===== src/design/kolds_pkg.sv =====
// shared types, codes, constants and coefficient tables of the dissipation stencil
`default_nettype none

package kolds_pkg;

  // fixed port field widths
  localparam int SAMPLE_FIELD_W = 32;
  localparam int DISS_W         = 32;
  localparam int POS_W          = 8;

  // configuration port
  localparam int CFG_IDX_W  = 3;
  localparam int CFG_DATA_W = 32;
  localparam logic [CFG_IDX_W-1:0] REG_LINE_LENGTH = 3'd0;
  localparam logic [CFG_IDX_W-1:0] REG_GHOST_WIDTH = 3'd1;
  localparam logic [CFG_IDX_W-1:0] REG_FACE_FLAGS  = 3'd2;
  localparam logic [CFG_IDX_W-1:0] REG_INV_SPACING = 3'd3;

  localparam logic [8:0]  RST_LINE_LENGTH = 9'd32;
  localparam logic [2:0]  RST_GHOST_WIDTH = 3'd3;
  localparam logic [1:0]  RST_FACE_FLAGS  = 2'd0;
  localparam logic [31:0] RST_INV_SPACING = 32'd65536;

  localparam logic [2:0] GHOST_MIN = 3'd3;
  localparam logic [2:0] GHOST_MAX = 3'd5;
  localparam int LINE_MIN = 16;

  // stencil
  localparam int TAPS   = 7;
  localparam int COEF_W = 6;
  localparam int DIV_W  = 6;
  localparam int DIGITS_PER_STAGE = 4;

  // interior: divide by 64 * 2^16; closures: divide by 4*m * 2^16 with m = 59, 43, 49
  localparam int SHIFT_MID  = 22;
  localparam int SHIFT_EDGE = 18;

  // odd part of the divisor, one for the interior
  localparam logic [DIV_W-1:0] DIV_UNIT  = 6'd1;
  localparam logic [DIV_W-1:0] DIV_FACE0 = 6'd59;
  localparam logic [DIV_W-1:0] DIV_FACE1 = 6'd43;
  localparam logic [DIV_W-1:0] DIV_FACE2 = 6'd49;

  // floor(y / m) = (y * ceil(2^43 / m)) >> 43, exact for every y below 2^37
  localparam int RCP_SHIFT = 43;
  localparam int RCP_W     = 38;
  localparam logic [63:0] RCP_ONE = 64'd1 << RCP_SHIFT;
  localparam logic [RCP_W-1:0] RCP_FACE0 =
    RCP_W'((RCP_ONE + 64'(DIV_FACE0) - 64'd1) / 64'(DIV_FACE0));
  localparam logic [RCP_W-1:0] RCP_FACE1 =
    RCP_W'((RCP_ONE + 64'(DIV_FACE1) - 64'd1) / 64'(DIV_FACE1));
  localparam logic [RCP_W-1:0] RCP_FACE2 =
    RCP_W'((RCP_ONE + 64'(DIV_FACE2) - 64'd1) / 64'(DIV_FACE2));

  localparam int KIND_W = 3;
  typedef logic [KIND_W-1:0] kolds_kind_t;
  localparam kolds_kind_t KIND_MID = 3'd0;
  localparam kolds_kind_t KIND_L0  = 3'd1;  // left face point
  localparam kolds_kind_t KIND_L1  = 3'd2;
  localparam kolds_kind_t KIND_L2  = 3'd3;
  localparam kolds_kind_t KIND_R0  = 3'd4;  // right face point
  localparam kolds_kind_t KIND_R1  = 3'd5;
  localparam kolds_kind_t KIND_R2  = 3'd6;

  typedef struct packed {
    logic [8:0]  line_length;
    logic [2:0]  ghost_width;
    logic [1:0]  face_flags;
    logic [31:0] inv_spacing;
  } kolds_cfg_t;

  typedef struct packed {
    logic [POS_W-1:0] pos;
    logic             last;
  } kolds_tag_t;

  typedef struct packed {
    kolds_kind_t kind;
    kolds_tag_t  tag;
  } kolds_desc_t;

  typedef struct packed {
    logic             neg;
    logic             ovf;
    logic [DIV_W-1:0] div;
    kolds_tag_t       tag;
  } kolds_dctl_t;

  // weights by window slot, slot 0 is the newest sample u[p+3]
  typedef logic [0:TAPS-1][COEF_W-1:0] kolds_coef_row_t;

  function automatic kolds_coef_row_t kolds_coef_row(input kolds_kind_t kind);
    kolds_coef_row_t row;
    unique case (kind)
      KIND_L0: row = '{6'sd1, -6'sd3, 6'sd3, -6'sd1, 6'sd0, 6'sd0, 6'sd0};
      KIND_L1: row = '{6'sd1, -6'sd6, 6'sd12, -6'sd10, 6'sd3, 6'sd0, 6'sd0};
      KIND_L2: row = '{6'sd1, -6'sd6, 6'sd15, -6'sd19, 6'sd12, -6'sd3, 6'sd0};
      KIND_R0: row = '{6'sd0, 6'sd0, 6'sd0, -6'sd1, 6'sd3, -6'sd3, 6'sd1};
      KIND_R1: row = '{6'sd0, 6'sd0, 6'sd3, -6'sd10, 6'sd12, -6'sd6, 6'sd1};
      KIND_R2: row = '{6'sd0, -6'sd3, 6'sd12, -6'sd19, 6'sd15, -6'sd6, 6'sd1};
      // interior with the -1/64 sign folded into the weights
      default: row = '{6'sd1, -6'sd6, 6'sd15, -6'sd20, 6'sd15, -6'sd6, 6'sd1};
    endcase
    return row;
  endfunction

  function automatic logic [DIV_W-1:0] kolds_divisor(input kolds_kind_t kind);
    logic [DIV_W-1:0] m;
    unique case (kind) inside
      KIND_L0, KIND_R0: m = DIV_FACE0;
      KIND_L1, KIND_R1: m = DIV_FACE1;
      KIND_L2, KIND_R2: m = DIV_FACE2;
      default:          m = DIV_UNIT;
    endcase
    return m;
  endfunction

  function automatic logic [RCP_W-1:0] kolds_recip(input logic [DIV_W-1:0] m);
    logic [RCP_W-1:0] r;
    unique case (m)
      DIV_FACE0: r = RCP_FACE0;
      DIV_FACE1: r = RCP_FACE1;
      DIV_FACE2: r = RCP_FACE2;
      default:   r = '0;
    endcase
    return r;
  endfunction

endpackage

`default_nettype wire


===== src/design/kolds_front.sv =====
// sample window, line position tracking and the seven-tap weighted sum
`default_nettype none

module kolds_front
  import kolds_pkg::*;
#(
  parameter int MAX_LINE = 256,
  parameter int SAMPLE_W = 32
) (
  input  logic                       clk,
  input  logic                       rst_n,
  input  logic                       in_valid,
  output logic                       in_ready,
  input  logic [SAMPLE_FIELD_W-1:0]  in_sample,
  input  kolds_cfg_t                 cfg,
  output logic                       sum_valid,
  input  logic                       sum_ready,
  output logic signed [SAMPLE_W+5:0] sum,
  output kolds_desc_t                sum_desc
);

  localparam int NW   = $clog2(MAX_LINE);
  localparam int CW   = ((NW + 1 > 9) ? NW + 1 : 9) + 1;
  localparam int PW   = SAMPLE_W + 5;
  localparam int SUMW = SAMPLE_W + 6;

  logic [NW-1:0]               idx_r;
  logic signed [SAMPLE_W-1:0]  win_r [TAPS];
  logic                        v1_r, v2_r, v3_r;
  kolds_desc_t                 desc1_r, desc2_r, desc3_r;
  logic signed [PW-1:0]        prod_r [TAPS];
  logic signed [SUMW-1:0]      sum_r;

  logic                        rdy1, rdy2, rdy3, accept;
  logic [CW-1:0]               len_c, g_e, n_c, p_c, ie_c;
  logic [2:0]                  g_c;
  logic                        hit;
  kolds_desc_t                 desc1_nxt;
  logic [NW-1:0]               idx_nxt;
  logic signed [SAMPLE_W-1:0]  samp;
  kolds_coef_row_t             row;
  logic signed [PW-1:0]        prod_nxt [TAPS];
  logic signed [SUMW-1:0]      sum_nxt;

  assign rdy3     = !v3_r || sum_ready;
  assign rdy2     = !v2_r || rdy3;
  assign rdy1     = !v1_r || rdy2;
  assign in_ready = rdy1;
  assign accept   = in_valid && rdy1;

  assign samp = $signed(in_sample[SAMPLE_W-1:0]);

  // clamp the line geometry and classify the position of this beat
  always_comb begin
    len_c = CW'(cfg.line_length);
    if (len_c < CW'(LINE_MIN)) len_c = CW'(LINE_MIN);
    else if (len_c > CW'(MAX_LINE)) len_c = CW'(MAX_LINE);
    g_c = cfg.ghost_width;
    if (g_c < GHOST_MIN) g_c = GHOST_MIN;
    else if (g_c > GHOST_MAX) g_c = GHOST_MAX;
    g_e  = CW'(g_c);
    n_c  = CW'(idx_r);
    p_c  = n_c - CW'(3);
    ie_c = len_c - g_e;
    hit  = (n_c >= CW'(3)) && (p_c >= g_e) && (p_c < ie_c);

    desc1_nxt.kind = KIND_MID;
    if (cfg.face_flags[0]) begin
      if (p_c == g_e) desc1_nxt.kind = KIND_L0;
      else if (p_c == g_e + CW'(1)) desc1_nxt.kind = KIND_L1;
      else if (p_c == g_e + CW'(2)) desc1_nxt.kind = KIND_L2;
    end
    if (cfg.face_flags[1]) begin
      if (p_c == ie_c - CW'(1)) desc1_nxt.kind = KIND_R0;
      else if (p_c == ie_c - CW'(2)) desc1_nxt.kind = KIND_R1;
      else if (p_c == ie_c - CW'(3)) desc1_nxt.kind = KIND_R2;
    end
    desc1_nxt.tag.pos  = p_c[POS_W-1:0];
    desc1_nxt.tag.last = (p_c == ie_c - CW'(1));

    // an index at or past the end (length lowered mid-line) also closes the line
    if (n_c >= len_c - CW'(1)) idx_nxt = '0;
    else idx_nxt = idx_r + NW'(1);
  end

  always_comb begin
    row = kolds_coef_row(desc1_r.kind);
    for (int j = 0; j < TAPS; j++) begin
      prod_nxt[j] = PW'(win_r[j]) * PW'($signed(row[j]));
    end
  end

  always_comb begin
    sum_nxt = '0;
    for (int j = 0; j < TAPS; j++) begin
      sum_nxt = sum_nxt + SUMW'(prod_r[j]);
    end
  end

  always_ff @(posedge clk) begin
    if (!rst_n) begin
      idx_r <= '0;
      v1_r  <= 1'b0;
      v2_r  <= 1'b0;
      v3_r  <= 1'b0;
      for (int j = 0; j < TAPS; j++) win_r[j] <= '0;
    end else begin
      if (accept) begin
        idx_r    <= idx_nxt;
        win_r[0] <= samp;
        for (int j = 1; j < TAPS; j++) win_r[j] <= win_r[j-1];
      end
      if (rdy1) v1_r <= accept && hit;
      if (rdy2) v2_r <= v1_r;
      if (rdy3) v3_r <= v2_r;
    end
  end

  always_ff @(posedge clk) begin
    if (rdy1) desc1_r <= desc1_nxt;
    if (rdy2) begin
      desc2_r <= desc1_r;
      for (int j = 0; j < TAPS; j++) prod_r[j] <= prod_nxt[j];
    end
    if (rdy3) begin
      desc3_r <= desc2_r;
      sum_r   <= sum_nxt;
    end
  end

  assign sum_valid = v3_r;
  assign sum       = sum_r;
  assign sum_desc  = desc3_r;

endmodule

`default_nettype wire


===== config.mk =====
export PLATFORM = sky130hd
export DESIGN_NAME = kolds_front
export DESIGN_NICKNAME = d
export VERILOG_FILES = /design/src/design/kolds_pkg.sv /design/src/design/kolds_front.sv
export SDC_FILE = /design/constraint.sdc
export NUM_CORES = 2
export LEC_CHECK = 0
export ABC_AREA = 1
export BUFFER_PORTS_ARGS = -buffer_cell sky130_fd_sc_hd__buf_4
export CORE_ASPECT_RATIO = 1.2
export CORE_UTILIZATION = 40
export DETAILED_ROUTE_END_ITERATION = 8
export PLACE_DENSITY = 0.55
export SYNTH_ARGS = -nofsm -noshare
export SYNTH_HDL_FRONTEND = slang
export SYNTH_SLANG_ARGS = --single-unit

===== constraint.sdc =====
create_clock -name clk -period 7.45 [get_ports clk]
set_input_delay 0 -clock clk [delete_from_list [all_inputs] [get_ports clk]]
set_output_delay 0 -clock clk [all_outputs]
set_load 0.1 [all_outputs]

* Word-level counts from Yosys, hierarchy flattened
Memory sizes are Yosys's and may differ from the RTL's.
Index checks and enable logic that the tools add are counted.
Widths: inputs -> output; s select.
** Storage, ports and cells
- Flip-flop bits (word level) :: 85
- Bits in latches :: 0
- RAM bits :: 483
- Bits in read-only memories :: 0
- Memories :: 2
** Memory list
- prod_r :: words 7, width 37, read ports 7, clocked after memory_dff 0, wr ports 7, line kolds_front.sv:31 : logic signed [PW-1:0] prod_r [TAPS];
- win_r :: words 7, width 32, read ports 7, clocked after memory_dff 0, wr ports 7, line kolds_front.sv:28 : logic signed [SAMPLE_W-1:0] win_r [TAPS];
** Cells by class
- Add/sub/neg operators :: 15
- Multiply operators :: 7
- Divide/modulo/power cells :: 0
- Magnitude comparators :: 8
- Eq/ne operators :: 12
- Shifts and indexed selects :: 0
- Muxes and demuxes :: 27
- Bitwise logic cells :: 7
- Reduce and logical (&&, ||, !) cells :: 10
** Operators by type and width (number)
- $mux 32 :: 7
- $mul 32x6->37 :: 6
- $pmux 37 s6 :: 1
- $add 38x37->38 :: 5
- $add 37x37->38 :: 1
- $mul 32x2->34 :: 1
- $eq 10x10->1 :: 3
- $eq 10x4->1 :: 2
- $sub 10x1->10 const B :: 2
- $sub 10x2->10 const B :: 2
- $mux 3 :: 6
- $mux 9 :: 2
- $eq 10x3->1 :: 1
- $ge 10x3->1 :: 1
- $ge 8x10->1 :: 1
- $lt 10x10->1 :: 1
- $sub 10x3->10 :: 1
- $eq 3x3->1 const B :: 3
- $gt 9x9->1 const B :: 1
- $lt 9x5->1 const B :: 1
- $sub 8x2->9 const B :: 1
- $add 8x1->8 const B :: 1
- $ge 8x2->1 const B :: 1
- $mux 2 :: 4
- other kinds (12) :: 31

* Logic depth before layout (Yosys ltp)
- Depth after elaboration :: 13
- Depth in mapped cells :: 34
- Depth with buffers taken out :: 33

* Least setup slack after synthesis
OpenSTA, ideal clock, no wires.
- Path type :: flip-flop to flip-flop
- Start :: register v3_r (netlist: sum_valid)
- End :: memory win_r[0][0] (enable)
- Arrival time :: 7570 ps
- Data required time :: 5702 ps
- Setup slack :: -1867 ps
- Cell stages (with the launch flop) :: 6
- Path buffers :: 0
- Cells stage by stage :: dfxtp_1 > nand2_1 > nor2_1 > nand2_1 > nand2_1 > nand2_1
** RTL lines
- from (decl) :: line kolds_front.sv:29 : logic v1_r, v2_r, v3_r;
- from (signal assigned) :: line kolds_front.sv:115 : if (rdy3) v3_r <= v2_r;
- to (decl) :: line kolds_front.sv:28

==> metrics.cfg <==
[critical_path]
slowest_stage = fa_1
reg2regPathDepth = 28
cp.arrival_ps = 7080
crit_type = flip-flop to flip-flop
cp_slowest_stage_delay_ps = 550
cp-start-kind = flip-flop
cp_max_fo = 13
r2r_setup_slack_ps = 780
worstPathRequired_ps = 7870
end_kind = flip-flop

[clock_tree]
cts_root_buffer = clkbuf_16
clk_path_buf_depth = 3
htreeDepth = 3
numCtsBuffers = 69
post_cts_resized = 0
hold_buffers = 38
path_clk_slew_ps = 60
cts_tree = yes
post-cts-setup-buffers = 0
clock_sinks = 558
clkLatencyLatePin_ps = 690

[final_layout]
mostFrequentLayoutCells = 1455 x inv_1, 776 x nor2_1, 666 x nand2_1
final_nets = 7067
layout_commonest_cell = inv_1
final_layout_size_suffix_gt1_share_pct = 5.80
fillers = 12900
area.growth.synth_to_final_pct = 11.2

[logic_synthesis]
synth.avg_cell_area_sq_um = 9.39
synth_flop_cell = edfxtp_1
synth_edf_count = 547
yosysUniqueCellTypes = 58
yosys_warnings = 0
synth-seq-cells = 558
ys_seq_area_share_pct = 31.2
syn_area_sq_um = 53300
synthArstFlopShare_pct = 0
syn_inst = 5674

[routing]
drt_iter0_drc = 2394
drt_pre_antenna_iters = 7
antenna_left = 0
drc = 0
viasPerCell = 4.84
wl_per_cell_um = 19.4
vias = 37300
drt-total-wl_um = 150000

[placement]
globalplace.congestion = 0.946
place.port_buffers = 101
dpl.hpwl_um = 126000

[grt]
grt_antenna_before_repair = 3
grt_max_degree = 111
grt_pass1_wl_um = 231000
track_usage_pct = 23.0
grt_overflow_total = 0
grt_pass1_vias = 38400

[sta]
setup_violations = 0
finalMaxSlewViolations = 0
relSlewSlack_pct = 27.4
totalNegativeSetupSlack_ps = 0
worst_clock_skew_ps = 55.8
hold_violations = 0
period_share_pct = 89.5
tightest_slew_ps = 1090
period_minus_slack_ps = 6670
timing.fmax_ghz = 0.150
rsz0062_at_grt = no

[outcome]
status = completed

[die]
initial_core_util_pct = 40.3
coreArea_sq_um = 132000
fp.dieW_um = 335
fp.dieArea_sq_um = 135000
ios = 134
core.rowCount = 146
die_h_um = 402

[hold_path]
hold_class = primary input to flip-flop
min_path_cells = 7

[job]
cap_violations = 0

==> per-stage QoR <==
step | instances | hold slack, ps | setup slack [ps] | utilization (%) | instance area, sq um
CTS | 7705 | 29.5 | 812 | 44.8 | 59200
finish | 7706 | 93.7 | 784 | 44.8 | 59200
floorplan | 5675 | 197 | 217 | - | 53300
global placement | 7544 | 299 | 872 | 42.8 | 56600
detailed placement | 7544 | 299 | 834 | 42.8 | 56600
global route | 7705 | 149 | 305 | 44.8 | 59200
==> layer usage <==
layer	wire (um)	GRT usage, %	vias to the layer above
li1	-	-	18000
met1	61700	28.2	18500
met2	78000	41.7	702
met3	4860	2.21	154
met4	5130	7.95	2
met5	8	0	-
==> final timing paths <==
check                            start                 endpoint
setup reg to reg  desc1_r[9]$_DFFE_PN_  prod_r[3][26]$_DFFE_PP_
hold reg to reg   desc2_r[1]$_DFFE_PP_    sum_desc[1]$_DFFE_PP_
setup / recovery  desc1_r[9]$_DFFE_PN_  prod_r[3][26]$_DFFE_PP_
hold / removal                 cfg[40]    idx_r[2]$_SDFFE_PN0P_
==> synth_stat cells, types with 26 or more instances <==
cell type,number,area share (%)
a21oi_1,257,2.4
a31oi_1,34,0.40
clkbuf_1,68,0.48
edfxtp_1,547,31
fa_1,661,25
ha_1,447,10
inv_1,1457,10
nand2_1,668,4.7
nand3_1,112,1.1
nand4_1,26,0.31
nor2_1,777,5.5
nor3_1,29,0.27
o21a_1,30,0.42
o21ai_0,117,1.1
o21bai_1,34,0.48
xnor2_1,69,1.1
xor2_1,159,2.6
==> cells by family (layout without fill, tap and decap cells) <==
logic type                 Yosys count  after routing  synth area share (%)
AOI/OAI and AO/OA                  553            553                  5.97
xor gates and xnor gates           229            229                  3.78
adders and majority gates         1108           1108                  35.3
buffers and inverters             1551           1805                  10.9
DFF                                558            558                  31.2
other                                2              4                0.0141
and+or+nand+nor                   1673           1673                  12.7
==> layout make-up <==
type | instances | area, sq um | area share [%]
timing repair buffer | 210 | 1700 | 2.86
clock inverter | 46 | 504 | 0.851
clock buffer | 77 | 1780 | 3.00
sequential | 558 | 16600 | 28.1
multi-input combinational | 3566 | 30800 | 52.1
inverter | 1472 | 5540 | 9.35
antenna | 1 | 2.50 | 0.00422
tap | 1776 | 2220 | 3.75
==> registers in the layout, summed over array words and instances (netlist names) <==
signal,cells
sum_valid,1
sum,38
desc1_r,12
win_r,224
desc2_r,12
v2_r,1
idx_r,8
v1_r,1
sum_desc,12
prod_r,249
==> worst max-delay path: cells and delay by family, from the launching register on <==
family,cells,cell delay [ps]
adder cells (fa/ha/maj),5,1760
flip-flops,1,490
AND/OR/NAND/NOR,6,850
buffers and inverters,6,1130
XOR/XNOR,1,140
AO/OA/AOI/OAI,10,2010
Power is left out: the tool's default activity adds up to more than one toggle a clock period on the data nets, which glitch-free logic cannot reach.
