**config.mk**
```make
export PLATFORM = sky130hd
export DESIGN_NAME = kolds_scale
export DESIGN_NICKNAME = d
export VERILOG_FILES = /design/src/design/kolds_pkg.sv /design/src/design/kolds_scale.sv
export SDC_FILE = /design/constraint.sdc
export NUM_CORES = 2
export LEC_CHECK = 0
export BUFFER_PORTS_ARGS = -buffer_cell sky130_fd_sc_hd__buf_4
export CORE_ASPECT_RATIO = 0.6
export CORE_MARGIN = 4
export CORE_UTILIZATION = 65
export CTS_BUF_LIST = sky130_fd_sc_hd__clkbuf_4
export CTS_CLUSTER_SIZE = 14
export DETAILED_ROUTE_END_ITERATION = 7
export GPL_TIMING_DRIVEN = 0
export MAX_ROUTING_LAYER = met4
export PLACE_DENSITY = 0.83
export SYNTH_ARGS = -nofsm -noshare
export SYNTH_HDL_FRONTEND = slang
export SYNTH_SLANG_ARGS = --single-unit
```
**constraint.sdc**
```tcl
create_clock -name clk -period 21.1 [get_ports clk]
set_input_delay 2.11 -clock clk [delete_from_list [all_inputs] [get_ports clk]]
set_output_delay 2.11 -clock clk [all_outputs]
set_load 0.05 [all_outputs]
```
**src/design/kolds_pkg.sv**
```systemverilog
// shared types, codes, constants and coefficient tables of the dissipation stencil
`default_nettype none

package kolds_pkg;

  // fixed port field widths
  localparam int SAMPLE_FIELD_W = 32;
  localparam int DISS_W         = 32;
  localparam int POS_W          = 8;

  // configuration port
  localparam int CFG_IDX_W  = 3;
  localparam int CFG_DATA_W = 32;
  localparam logic [CFG_IDX_W-1:0] REG_LINE_LENGTH = 3'd0;
  localparam logic [CFG_IDX_W-1:0] REG_GHOST_WIDTH = 3'd1;
  localparam logic [CFG_IDX_W-1:0] REG_FACE_FLAGS  = 3'd2;
  localparam logic [CFG_IDX_W-1:0] REG_INV_SPACING = 3'd3;

  localparam logic [8:0]  RST_LINE_LENGTH = 9'd32;
  localparam logic [2:0]  RST_GHOST_WIDTH = 3'd3;
  localparam logic [1:0]  RST_FACE_FLAGS  = 2'd0;
  localparam logic [31:0] RST_INV_SPACING = 32'd65536;

  localparam logic [2:0] GHOST_MIN = 3'd3;
  localparam logic [2:0] GHOST_MAX = 3'd5;
  localparam int LINE_MIN = 16;

  // stencil
  localparam int TAPS   = 7;
  localparam int COEF_W = 6;
  localparam int DIV_W  = 6;
  localparam int DIGITS_PER_STAGE = 4;

  // interior: divide by 64 * 2^16; closures: divide by 4*m * 2^16 with m = 59, 43, 49
  localparam int SHIFT_MID  = 22;
  localparam int SHIFT_EDGE = 18;

  // odd part of the divisor, one for the interior
  localparam logic [DIV_W-1:0] DIV_UNIT  = 6'd1;
  localparam logic [DIV_W-1:0] DIV_FACE0 = 6'd59;
  localparam logic [DIV_W-1:0] DIV_FACE1 = 6'd43;
  localparam logic [DIV_W-1:0] DIV_FACE2 = 6'd49;

  // floor(y / m) = (y * ceil(2^43 / m)) >> 43, exact for every y below 2^37
  localparam int RCP_SHIFT = 43;
  localparam int RCP_W     = 38;
  localparam logic [63:0] RCP_ONE = 64'd1 << RCP_SHIFT;
  localparam logic [RCP_W-1:0] RCP_FACE0 =
    RCP_W'((RCP_ONE + 64'(DIV_FACE0) - 64'd1) / 64'(DIV_FACE0));
  localparam logic [RCP_W-1:0] RCP_FACE1 =
    RCP_W'((RCP_ONE + 64'(DIV_FACE1) - 64'd1) / 64'(DIV_FACE1));
  localparam logic [RCP_W-1:0] RCP_FACE2 =
    RCP_W'((RCP_ONE + 64'(DIV_FACE2) - 64'd1) / 64'(DIV_FACE2));

  localparam int KIND_W = 3;
  typedef logic [KIND_W-1:0] kolds_kind_t;
  localparam kolds_kind_t KIND_MID = 3'd0;
  localparam kolds_kind_t KIND_L0  = 3'd1;  // left face point
  localparam kolds_kind_t KIND_L1  = 3'd2;
  localparam kolds_kind_t KIND_L2  = 3'd3;
  localparam kolds_kind_t KIND_R0  = 3'd4;  // right face point
  localparam kolds_kind_t KIND_R1  = 3'd5;
  localparam kolds_kind_t KIND_R2  = 3'd6;

  typedef struct packed {
    logic [8:0]  line_length;
    logic [2:0]  ghost_width;
    logic [1:0]  face_flags;
    logic [31:0] inv_spacing;
  } kolds_cfg_t;

  typedef struct packed {
    logic [POS_W-1:0] pos;
    logic             last;
  } kolds_tag_t;

  typedef struct packed {
    kolds_kind_t kind;
    kolds_tag_t  tag;
  } kolds_desc_t;

  typedef struct packed {
    logic             neg;
    logic             ovf;
    logic [DIV_W-1:0] div;
    kolds_tag_t       tag;
  } kolds_dctl_t;

  // weights by window slot, slot 0 is the newest sample u[p+3]
  typedef logic [0:TAPS-1][COEF_W-1:0] kolds_coef_row_t;

  function automatic kolds_coef_row_t kolds_coef_row(input kolds_kind_t kind);
    kolds_coef_row_t row;
    unique case (kind)
      KIND_L0: row = '{6'sd1, -6'sd3, 6'sd3, -6'sd1, 6'sd0, 6'sd0, 6'sd0};
      KIND_L1: row = '{6'sd1, -6'sd6, 6'sd12, -6'sd10, 6'sd3, 6'sd0, 6'sd0};
      KIND_L2: row = '{6'sd1, -6'sd6, 6'sd15, -6'sd19, 6'sd12, -6'sd3, 6'sd0};
      KIND_R0: row = '{6'sd0, 6'sd0, 6'sd0, -6'sd1, 6'sd3, -6'sd3, 6'sd1};
      KIND_R1: row = '{6'sd0, 6'sd0, 6'sd3, -6'sd10, 6'sd12, -6'sd6, 6'sd1};
      KIND_R2: row = '{6'sd0, -6'sd3, 6'sd12, -6'sd19, 6'sd15, -6'sd6, 6'sd1};
      // interior with the -1/64 sign folded into the weights
      default: row = '{6'sd1, -6'sd6, 6'sd15, -6'sd20, 6'sd15, -6'sd6, 6'sd1};
    endcase
    return row;
  endfunction

  function automatic logic [DIV_W-1:0] kolds_divisor(input kolds_kind_t kind);
    logic [DIV_W-1:0] m;
    unique case (kind) inside
      KIND_L0, KIND_R0: m = DIV_FACE0;
      KIND_L1, KIND_R1: m = DIV_FACE1;
      KIND_L2, KIND_R2: m = DIV_FACE2;
      default:          m = DIV_UNIT;
    endcase
    return m;
  endfunction

  function automatic logic [RCP_W-1:0] kolds_recip(input logic [DIV_W-1:0] m);
    logic [RCP_W-1:0] r;
    unique case (m)
      DIV_FACE0: r = RCP_FACE0;
      DIV_FACE1: r = RCP_FACE1;
      DIV_FACE2: r = RCP_FACE2;
      default:   r = '0;
    endcase
    return r;
  endfunction

endpackage

`default_nettype wire

```
**src/design/kolds_scale.sv**
```systemverilog
// magnitude, weight, split multiply by the inverse spacing, rounding and overflow check
`default_nettype none

module kolds_scale
  import kolds_pkg::*;
#(
  parameter int SAMPLE_W = 32
) (
  input  logic                        clk,
  input  logic                        rst_n,
  input  logic                        sum_valid,
  output logic                        sum_ready,
  input  logic signed [SAMPLE_W+5:0]  sum,
  input  kolds_desc_t                 sum_desc,
  input  logic [31:0]                 inv_spacing,
  output logic                        y_valid,
  input  logic                        y_ready,
  output logic [4*((SAMPLE_W+3)/4)+4:0] y,
  output kolds_dctl_t                 y_ctl
);

  localparam int SUMW = SAMPLE_W + 6;
  localparam int MAGW = SAMPLE_W + 5;
  localparam int MW   = SAMPLE_W + 7;
  localparam int PPW  = MW + 16;
  localparam int XW   = MW + 32;
  localparam int QW   = DIGITS_PER_STAGE * ((SAMPLE_W + DIGITS_PER_STAGE - 1) / DIGITS_PER_STAGE);
  localparam int YW   = QW + 5;

  logic              v4_r, v5_r, v6_r;
  logic              rdy4, rdy5, rdy6;
  logic [MW-1:0]     m4_r;
  logic              neg4_r, neg5_r;
  kolds_desc_t       desc4_r, desc5_r;
  logic [PPW-1:0]    pl_r, ph_r;
  logic [YW-1:0]     y_r;
  kolds_dctl_t       ctl_r;

  logic [SUMW-1:0]   mag_full;
  logic [MAGW-1:0]   mag;
  logic [MW-1:0]     m4_nxt;
  logic [DIV_W-1:0]  div5;
  logic              mid5;
  logic [XW-1:0]     x5, y5, rnd5;
  kolds_dctl_t       ctl_nxt;

  assign rdy6      = !v6_r || y_ready;
  assign rdy5      = !v5_r || rdy6;
  assign rdy4      = !v4_r || rdy5;
  assign sum_ready = rdy4;

  // closures carry a factor of three on top of the sum
  always_comb begin
    mag_full = sum[SUMW-1] ? SUMW'(-sum) : SUMW'(sum);
    mag      = mag_full[MAGW-1:0];
    m4_nxt   = MW'(mag);
    if (sum_desc.kind != KIND_MID) m4_nxt = MW'(mag) + (MW'(mag) << 1);
  end

  // round to nearest with ties up, then prescale by the power of two part of the divisor
  always_comb begin
    mid5  = (desc5_r.kind == KIND_MID);
    div5  = kolds_divisor(desc5_r.kind);
    rnd5  = mid5 ? (XW'(div5) << (SHIFT_MID - 1)) : (XW'(div5) << (SHIFT_EDGE - 1));
    x5    = (XW'(ph_r) << 16) + XW'(pl_r) + rnd5;
    y5    = mid5 ? (x5 >> SHIFT_MID) : (x5 >> SHIFT_EDGE);
    ctl_nxt.neg = neg5_r;
    ctl_nxt.ovf = (y5 >= (XW'(div5) << (SAMPLE_W - 1)));
    ctl_nxt.div = div5;
    ctl_nxt.tag = desc5_r.tag;
  end

  always_ff @(posedge clk) begin
    if (!rst_n) begin
      v4_r <= 1'b0;
      v5_r <= 1'b0;
      v6_r <= 1'b0;
    end else begin
      if (rdy4) v4_r <= sum_valid;
      if (rdy5) v5_r <= v4_r;
      if (rdy6) v6_r <= v5_r;
    end
  end

  always_ff @(posedge clk) begin
    if (rdy4) begin
      m4_r    <= m4_nxt;
      neg4_r  <= sum[SUMW-1];
      desc4_r <= sum_desc;
    end
    if (rdy5) begin
      pl_r    <= PPW'(m4_r) * PPW'(inv_spacing[15:0]);
      ph_r    <= PPW'(m4_r) * PPW'(inv_spacing[31:16]);
      neg5_r  <= neg4_r;
      desc5_r <= desc4_r;
    end
    if (rdy6) begin
      y_r   <= y5[YW-1:0];
      ctl_r <= ctl_nxt;
    end
  end

  assign y_valid = v6_r;
  assign y       = y_r;
  assign y_ctl   = ctl_r;

endmodule

`default_nettype wire

```
Word level (Yosys, flattened, before mapping)
Index checks and enable logic that the tools add are counted.

cells by class
  add/subtract/negate cells = 4
  $mul = 2
  magnitude comparators = 1
  equality and inequality tests = 6
  mux-type cells = 5
  reductions and logical operators = 11

operator list
  cell                                                             count
  39-bit by 16-bit multiplier with 55-bit output                   2
  37-bit two-way mux                                               2
  71-bit by 27-bit adder with 71-bit output                        1
  71-bit by 55-bit adder with 71-bit output                        1
  53-bit by 37-bit greater-or-equal comparator with 1-bit output   1
  53-bit two-way mux                                               1
  37-bit by 38-bit adder with 39-bit output                        1
  37-bit negator                                                   1
  27-bit two-way mux                                               1
  6-bit one-hot mux with 3 select lines                            1
  3-bit == test, second input constant                             3
  3-bit by 2-bit == test with 1-bit output, second input constant  2
  2-bit OR reduction                                               3
  3-bit by 1-bit == test with 1-bit output, second input constant  1
  1-bit logical NOT                                                3
  3-bit logical NOT                                                1
  1-bit logical OR                                                 3
  3-bit nonzero test                                               1

word-level totals
  register bits after elaboration = 232
  input port bits = 86
  output and inout port bits = 56
  word-level logic and storage cells = 50

Logic depth before layout (Yosys ltp)
  depth after elaboration = 7
  mapped depth = 27

Worst setup path after synthesis
OpenSTA, ideal clock, no wires.

  path type = input-to-reg
  from = input port inv_spacing[17]
  to = register ph_r[54] (data pin)
  setup time = 0.266 ns
  data arrival time = 8.370 ns
  required time = 20.834 ns
  slack = 12.464 ns
  stages on the path = 27
  buffers on the path = 3
  path through = clkbuf_1 clkbuf_1 nand2_1 fa_1 inv_1 fa_1 inv_1 fa_1 inv_1 fa_1 fa_1 inv_1 fa_1 inv_1 ha_1 clkbuf_1 a21o_1 a21o_1 a21oi_1 o21ai_0 a221oi_1 o41ai_1 a41o_1 a41oi_1 o31ai_1 nor4_1 nor3_1

between the ends
  longest elaborated chain between the ends = 1

ends and longest elaborated chain
  what                                            line               source
  from (decl)                                     kolds_scale.sv:15  input logic [31:0] inv_spacing,
  39-bit by 16-bit multiplier with 55-bit output  kolds_scale.sv:93  ph_r <= PPW'(m4_r) * PPW'(inv_spacing[31:16]);
  to (signal assigned)                            kolds_scale.sv:93
  to (decl)                                       kolds_scale.sv:35  logic [PPW-1:0] pl_r, ph_r;

No other way between the ends.
A chain may end at the register's enable or synchronous reset.

Worst setup path after layout
  from = input port inv_spacing[22]
  to = register ph_r[54] (data pin)

Same word-level chain as after synthesis.

==> results.py <==
metrics = {
    "drt": {
        "vias": 42090,
        "viasPerCell": 6.035,
        "wl_per_cell_um": 24.12,
        "drt-initial-drc-count": 5592,
        "wl_met2_mm": 63.67,
        "dr.pass1.iters": 7,
        "ant_nets": 0,
        "met1_length_mm": 65.00,
        "drc_errors": 0,
        "routed-wl-met3_mm": 33.17,
        "dr.max_layer_used": "met4",
        "wl_mm": 168.3,
    },
    "worst_setup_path": {
        "timing.rr.start": "m4_r[28]$_DFFE_PP_",
        "cp_slowest_cell": "clkbuf_1",
        "crit_family": "compound AO/OA/AOI/OAI gates",
        "crit_end": "ph_r[54]$_DFFE_PP_",
        "endpoint_kind": "flip-flop",
        "worstSetupPathType": "input pin to flip-flop",
        "crit_arrival_ns": 11.44,
        "r2r_cells": 26,
        "crit_start": "inv_spacing[22]",
        "crit_cells": 27,
        "cpPeakStageDelay_ns": 0.98,
        "crit_path_max_fanout": 10,
        "reg2reg_slack_ns": 11.32,
        "setup.worst_path.start_class": "input pin",
        "r2r-end": "ph_r[51]$_DFFE_PP_",
        "cp.required_ns": 21.69,
        "worst-path-buf-inv": 8,
        "crit_top_cell": "fa_1",
    },
    "clocking": {
        "cts_resized": 0,
        "insertion_delay_ns": 0.86,
        "cts_tree": "done",
        "root_buffer": "clkbuf_4",
        "cts_buffers": 52,
        "clkSlewWorstSetupHoldPaths_ns": 0.07,
        "cts_buffer_depth": 3,
        "post_cts_buffers": 0,
        "htreeDepth": 2,
        "clock-sinks": 213,
        "hold_buffers": 0,
    },
    "floorplan": {
        "die_y_um": 225.1,
        "rows": 79,
        "coreArea_sq_um": 77690,
        "die_w_um": 369.8,
        "io_pins": 142,
        "initial_core_util_pct": 65.72,
        "die-area_sq_um": 83250,
    },
    "synthesis": {
        "synth.area.top_cells": "fa_1 (41%), edfxtp_1 (12%), inv_1 (9.0%)",
        "synth_area_sq_um": 51060,
        "yosys_warnings": 0,
        "syn_nets": 7167,
        "seq_area_frac_synth_pct": 12.47,
        "synth.most_common_cell": "inv_1",
        "yosys_register_bits": 213,
        "synthTopCellsByCount": "inv_1 (1222), fa_1 (1038), nand2_1 (1030)",
        "synth-edff-count": 210,
        "synthArstFlopShare_pct": 0,
        "synthDistinctLibCells": 80,
        "synth_top_area_share_pct": 40.69,
        "netlist.top_cell.by_area": "fa_1",
        "syn_inst": 5680,
        "synth_flop_cell": "edfxtp_1",
        "avgSynthCellArea_sq_um": 8.990,
    },
    "timing": {
        "timing.fmax_mhz": 92.18,
        "setup_tns_ns": 0,
        "max_slew_margin_pct": 1.746,
        "setup_viol": 0,
        "finalCriticalPeriod_ns": 10.85,
        "skew_ns": 0.09778,
        "drv_slew": 0,
        "layout_setup_ws_ns": 10.25,
        "rsz0062_at_grt": "no",
        "period_share_pct": 51.41,
        "hold_viol": 0,
        "tightest_slew_ns": 1.474,
    },
    "global_route": {
        "grt_max_degree": 70,
        "antenna_found_initial": 17,
        "grt_usage_pct": 42.02,
        "grt-ovfl-total": 0,
        "grt_pass1_wl_mm": 251.1,
        "grt_pass1_vias": 41150,
    },
    "flow_run": {
        "cap_violations": 0,
    },
    "layout": {
        "post_route_cells_drive_above_1_share_pct": 3.976,
        "syn_to_final_growth_pct": 6.033,
        "multi_input_area_sq_um": 39010,
        "nFillCells": 6298,
        "final-seq-area_sq_um": 6366,
        "finalNetCount": 7334,
    },
    "placement": {
        "place_congestion": 1.110,
        "place_hpwl_mm": 141.4,
        "io_buffers": 109,
        "dp_slack_ns": 9.833,
    },
    "worst_hold_path": {
        "hold_class": "flip-flop to flip-flop",
        "min-delay-start": "desc4_r[5]$_DFFE_PP_",
    },
    "run_status": {
        "status": "finished clean",
    },
}
==> per-layer routing <==
metal,vias to the layer above,global-route usage [%]
met5,-,-
li1,17650,-
met4,0,13.05
met1,20890,58.36
met3,397,22.69
met2,3161,52.14
==> metrics by stage <==
step,util (%),area [sq um],std cells,hold slack (ns)
floorplan,-,51060,5680,0.4003
global placement,68.47,53200,6842,0.4001
detailed placement,68.62,53310,6846,0.4045
CTS,69.57,54050,6938,0.3568
global route,69.66,54120,6967,0.3584
finish,69.69,54140,6975,0.3842
==> flip-flops by register name, indices dropped and copies added, names as in the netlist <==
| signal | cells |
|---|---|
| ctl_nxt | 9 |
| v5_r | 1 |
| m4_r | 39 |
| ph_r | 55 |
| pl_r | 39 |
| y_valid | 1 |
| y_ctl | 14 |
| desc4_r | 12 |
| desc5_r | 3 |
| v4_r | 1 |
| y | 37 |
| neg5_r | 1 |
| neg4_r | 1 |
==> worst min path at each step <==
stage,end,slack (ns),cells after the start
after floorplan,ctl_nxt[0]$_DFFE_PP_,0.40,0
after global placement,ctl_nxt[2]$_DFFE_PP_,0.40,0
after detailed placement,desc5_r[11]$_DFFE_PP_,0.40,0
after CTS,ctl_nxt[5]$_DFFE_PP_,0.36,0
after global routing,ctl_nxt[5]$_DFFE_PP_,0.36,0
final,ctl_nxt[5]$_DFFE_PP_,0.38,0
==> cell type report <==
cell class              count  share of cell area (%)
well taps                1053                   2.433
clock inverters            25                  0.4391
multi-input cells        3951                   72.06
diodes                     37                  0.1710
flip-flops and latches    213                   11.76
clock buffers              67                  0.9290
repair buffers            113                   1.671
inverters                1222                   8.472
plain buffers             294                   2.068
==> cell families after synthesis <==
kind of cell | count (synthesis) | share of synthesized area [%]
AND/OR/NAND/NOR | 1780 | 16.05
buffers and inverters | 1516 | 11.18
adder cells (fa/ha/maj) | 1401 | 49.59
AO/OA/AOI/OAI | 575 | 7.371
flip-flops | 213 | 12.47
XOR/XNOR | 184 | 3.156
multiplexers | 9 | 0.1789
other | 2 | 0.01471
==> cells in the final DEF, fill, tap and decap left out, drive strengths merged, types with 25 or more instances in the layout <==
cell    instances
o21ai         121
nor3           31
nor2          133
ha            363
edfxtp        210
nand2        1031
fa           1038
buf           124
o21a           32
a21oi         163
clkbuf        350
inv          1224
xor2           66
nand2b         25
and3           27
and2          397
diode          37
a21o           75
nand4          29
xnor2         118
nand3          32
Power is left out: the tool's default activity adds up to more than one toggle a clock period on the data nets, which glitch-free logic cannot reach.
